==> config.mk <==
export PLATFORM = sky130hd
export DESIGN_NAME = utxrl_ram
export DESIGN_NICKNAME = d
export VERILOG_FILES = /design/src/hdl/utxrl_ram.sv
export SDC_FILE = /design/constraint.sdc
export NUM_CORES = 2
export LEC_CHECK = 0
export BUFFER_PORTS_ARGS = -buffer_cell sky130_fd_sc_hd__buf_2
export CORE_ASPECT_RATIO = 0.7
export CORE_UTILIZATION = 35
export DETAILED_ROUTE_END_ITERATION = 8
export GPL_TIMING_DRIVEN = 0
export SLEW_MARGIN = 20
export SYNTH_ARGS = -nofsm -noshare
export SYNTH_HDL_FRONTEND = slang
export SYNTH_SLANG_ARGS = --single-unit
==> constraint.sdc <==
create_clock -name clock -period 2.7 [get_ports clock]
set_input_delay 0.675 -clock clock [delete_from_list [all_inputs] [get_ports clock]]
set_output_delay 0.675 -clock clock [all_outputs]
set_load 0.01 [all_outputs]
==> src/hdl/utxrl_ram.sv <==
// Generic simple dual-port RAM: one write port, one read port, registered read.
// No dependencies.
module utxrl_ram #(
   parameter int WIDTH = 8,
   parameter int DEPTH = 256,
   localparam int AW = $clog2(DEPTH)
) (
   input  logic             clock,
   input  logic             we,
   input  logic [AW-1:0]    waddr,
   input  logic [WIDTH-1:0] wdata,
   input  logic             re,
   input  logic [AW-1:0]    raddr,
   output logic [WIDTH-1:0] rdata
);

   logic [WIDTH-1:0] mem_ff [DEPTH];
   logic [WIDTH-1:0] rdata_ff;

   always_ff @(posedge clock) begin
      if (we) begin
         mem_ff[waddr] <= wdata;
      end
      if (re) begin
         rdata_ff <= mem_ff[raddr];
      end
   end

   assign rdata = rdata_ff;

endmodule

==> metrics.csv <==
stage;metric;value;unit
cts;insertion_delay;0.87;ns
global_route;grt_max_degree;122;
synthesis;syn_avg_cell_area;21.33;sq um
power;p_sw;14.98;mW
setup_path;path_max_fanout;10;
setup_path;crit_type;in -> reg;
timing;period_share;106.1;%
outcome;status;finished, violations left;
synthesis;ys_seq_area_share;77.53;%
placed_design;dp_slack;-2.808;ns
placed_design;dp_hpwl;174100;microns
setup_path;path_depth;7;
setup_path;max_stage_delay;0.66;ns
power;power.total;65.39;mW
setup_path;r2r_slack;-0.03;ns
min_path;hp-class;in -> reg;
layout;synthToLayoutAreaGrowth;17.11;%
timing;slew_viol_final;0;
floorplan;chipHeight;401.1;microns
floorplan;core;0.2262;sq mm
timing;max_freq;349.1;MHz
run;drv_cap;0;
floorplan;dieArea;0.2295;sq mm
power;netSwitchingFraction;22.91;%
global_route;grt_usage;22.00;%
synthesis;async_reset_ff_share;0;%
global_route;grt_pass1_vias;40496;
timing;hold_viol;0;
setup_path;crit_end;mem_ff[214][4];
routing;drt_iter0_drc;7355;
timing;setup_violations;159;
routing;drt_wl_total;256600;microns
synthesis;synth_top_area_share;77.53;%
routing;vias_per_cell;5.927;
placed_design;place_congestion;0.9290;
setup_path;endpoint_kind;flip-flop;
power;leakage;28.37;nW
outcome;violations;negative setup slack;
timing;fin_setup_tns;-9.185;ns
timing;slew_headroom;17.96;%
cts;cts_made_buffers;186;
synthesis;netlist_top_cells_count;edfxtp_1, mux4_2, nor2_1;
cts;cts_max_path_buffers;4;
setup_path;crit_arrival;3.33;ns
routing;drtPass1Iterations;6;
layout;final.fill_count;19747;
synthesis;yosys.area.top_type;edfxtp_1;
routing;antenna_left;0;
synthesis;synthFlopType;edfxtp_1;
layout;final_nets;4063;
global_route;antenna_found_initial;17;
synthesis;synth.ff_latch_count;2056;
timing;finClkSkew;0.04368;ns
routing;wl_per_cell;35.60;microns
setup_path;critical-path-top-delay-family;buffers and inverters;
power;clock_power_share;39.3;%
setup_path;cpMostUsedCell;clkbuf_1;
floorplan;io_pins;35;
setup_path;worstSetupStartpoint;waddr[1];
synthesis;synth_area_leaders;edfxtp_1, mux4_2, mux2i_1;
timing;fin_crit;2.864;ns
setup_path;slowest_stage;nor2_1;
synthesis;synth_edf_count;2056;
global_route;gr-total-overflow;0;
cts;path_clk_slew;0.07;ns
cts;hold_buffers;0;
setup_path;timing.rr.end;rdata[1];
global_route;grt_pass1_wl;343800;microns
cts;cts_tree;yes;
placed_design;portBuffers;27;
synthesis;yosysUniqueCellTypes;54;
routing;drc;0;
synthesis;yosys_warnings;0;
floorplan;num_rows;146;
power;p_seq_share;53.8;%
setup_path;critical_path_required;3.16;ns
power;irDropWorstVdd;545.6;uV
floorplan;chipWidth;572.1;microns
power;power_density;701.2;mW/mm^2
timing;post-route-worst-setup-slack;-0.1642;ns
setup_path;regToRegStartpoint;mem_ff[81][1];
cts;clkSinkCount;2056;
synthesis;postSynthCellCount;3733;
timing;hold_ws;0.1155;ns
synthesis;yosysMostFrequentCell;edfxtp_1;
cts;htree_levels;4;
power;comb_power_share;6.9;%
setup_path;critPathBufInv;4;
synthesis;netlist_area;0.07964;sq mm
layout;drive_gt1_share;31.34;%
setup_path;r2r_cells;5;
synthesis;syn-num-nets;3760;
min_path;hp-start;wdata[7];
power;intPower;50.41;mW
cts;clock-root-buffer;clkbuf_16;
setup_path;path_cells;clkbuf_1 > nor2b_1 > clkbuf_1 > nand3_1 > clkbuf_2 > buf_16 > nor2_1;
timing;rsz0062_at_grt;true;
routing;routed-via-count;42719;
floorplan;start_util;35.21;%
timing;worst_pin_slew;1.226;ns
setup_path;start_kind;input pin;
[cells in the final DEF (no fill, tap or decap), drive strengths merged, types with 28 or more instances in the layout]
master	count
nand2	33
a22oi	133
o221ai	47
nand3	34
edfxtp	2056
a21oi	96
nor2	282
mux4	456
buf	237
clkinv	73
nor2b	31
o22ai	28
mux2i	134
clkbuf	346
[final cells by class]
| class | count | area [sq um] | area share (%) |
|---|---|---|---|
| Antenna cell | 1 | 2.502 | 0.002683 |
| Buffer | 229 | 2361 | 2.532 |
| Clock buffer | 237 | 4910 | 5.265 |
| Clock inverter | 88 | 696.9 | 0.7473 |
| Inverter | 2 | 8.758 | 0.009392 |
| Multi-Input combinational cell | 1442 | 18010 | 19.31 |
| Sequential cell | 2056 | 61740 | 66.20 |
| Tap cell | 3034 | 3796 | 4.071 |
| Timing Repair Buffer | 119 | 1732 | 1.857 |
[metal layers]
layer | GRT usage [%] | vias to the layer above | share of wire [%]
met2 | 29.05 | 2990 | 40
li1 | - | 16323 | -
met3 | 10.05 | 452 | 16
met5 | 0 | - | 0.025
met1 | 32.60 | 22948 | 41
met4 | 5.263 | 6 | 2.8
[sequential cells by signal, summed over array words and instances, names as in the netlist]
name    flops
rdata       8
mem_ff   2048
[power groups by stage]
stage	logic [mW]	clock network [mW]	registers [mW]
2_1_floorplan	1.72	0	35.9
3_3_place_gp	3.67	0	36.0
3_5_place_dp	3.85	0	35.9
4_1_cts	4.24	25.7	35.2
5_1_grt	4.58	26.9	35.2
6_report	4.52	25.7	35.2
[metrics by stage]
| stage | utilization, % | cells | instance area (sq um) |
|---|---|---|---|
| floorplan | - | 3733 | 79670 |
| global placement | 36.97 | 6794 | 83610 |
| detailed placement | 37.42 | 6827 | 84630 |
| CTS | 40.83 | 7188 | 92340 |
| global route | 41.24 | 7207 | 93260 |
| finish | 41.24 | 7208 | 93260 |
[cell families after synthesis]
group / synth area share (%)
flip-flops: 77.53
multiplexers: 14.60
AND/OR/NAND/NOR: 2.625
AO/OA/AOI/OAI: 3.416
buffers and inverters: 1.829
[worst min-delay path by stage]
stage / to / cells past startpoint
2_1_floorplan: mem_ff[0][0] / 0
3_5_place_dp: mem_ff[240][7] / 1
4_1_cts: mem_ff[219][7] / 1
3_3_place_gp: rdata[7] / 1
5_1_grt: mem_ff[217][7] / 1
6_report: mem_ff[226][7] / 1
[timing repair]
item                       in CTS  in global routing
cloned                          1                  3
setup endpoints to repair     599                656
setup buffers                  37                 17
pin swaps                      27                 46
gates resized for setup       429                179
Power figures use the tool's default switching activity.
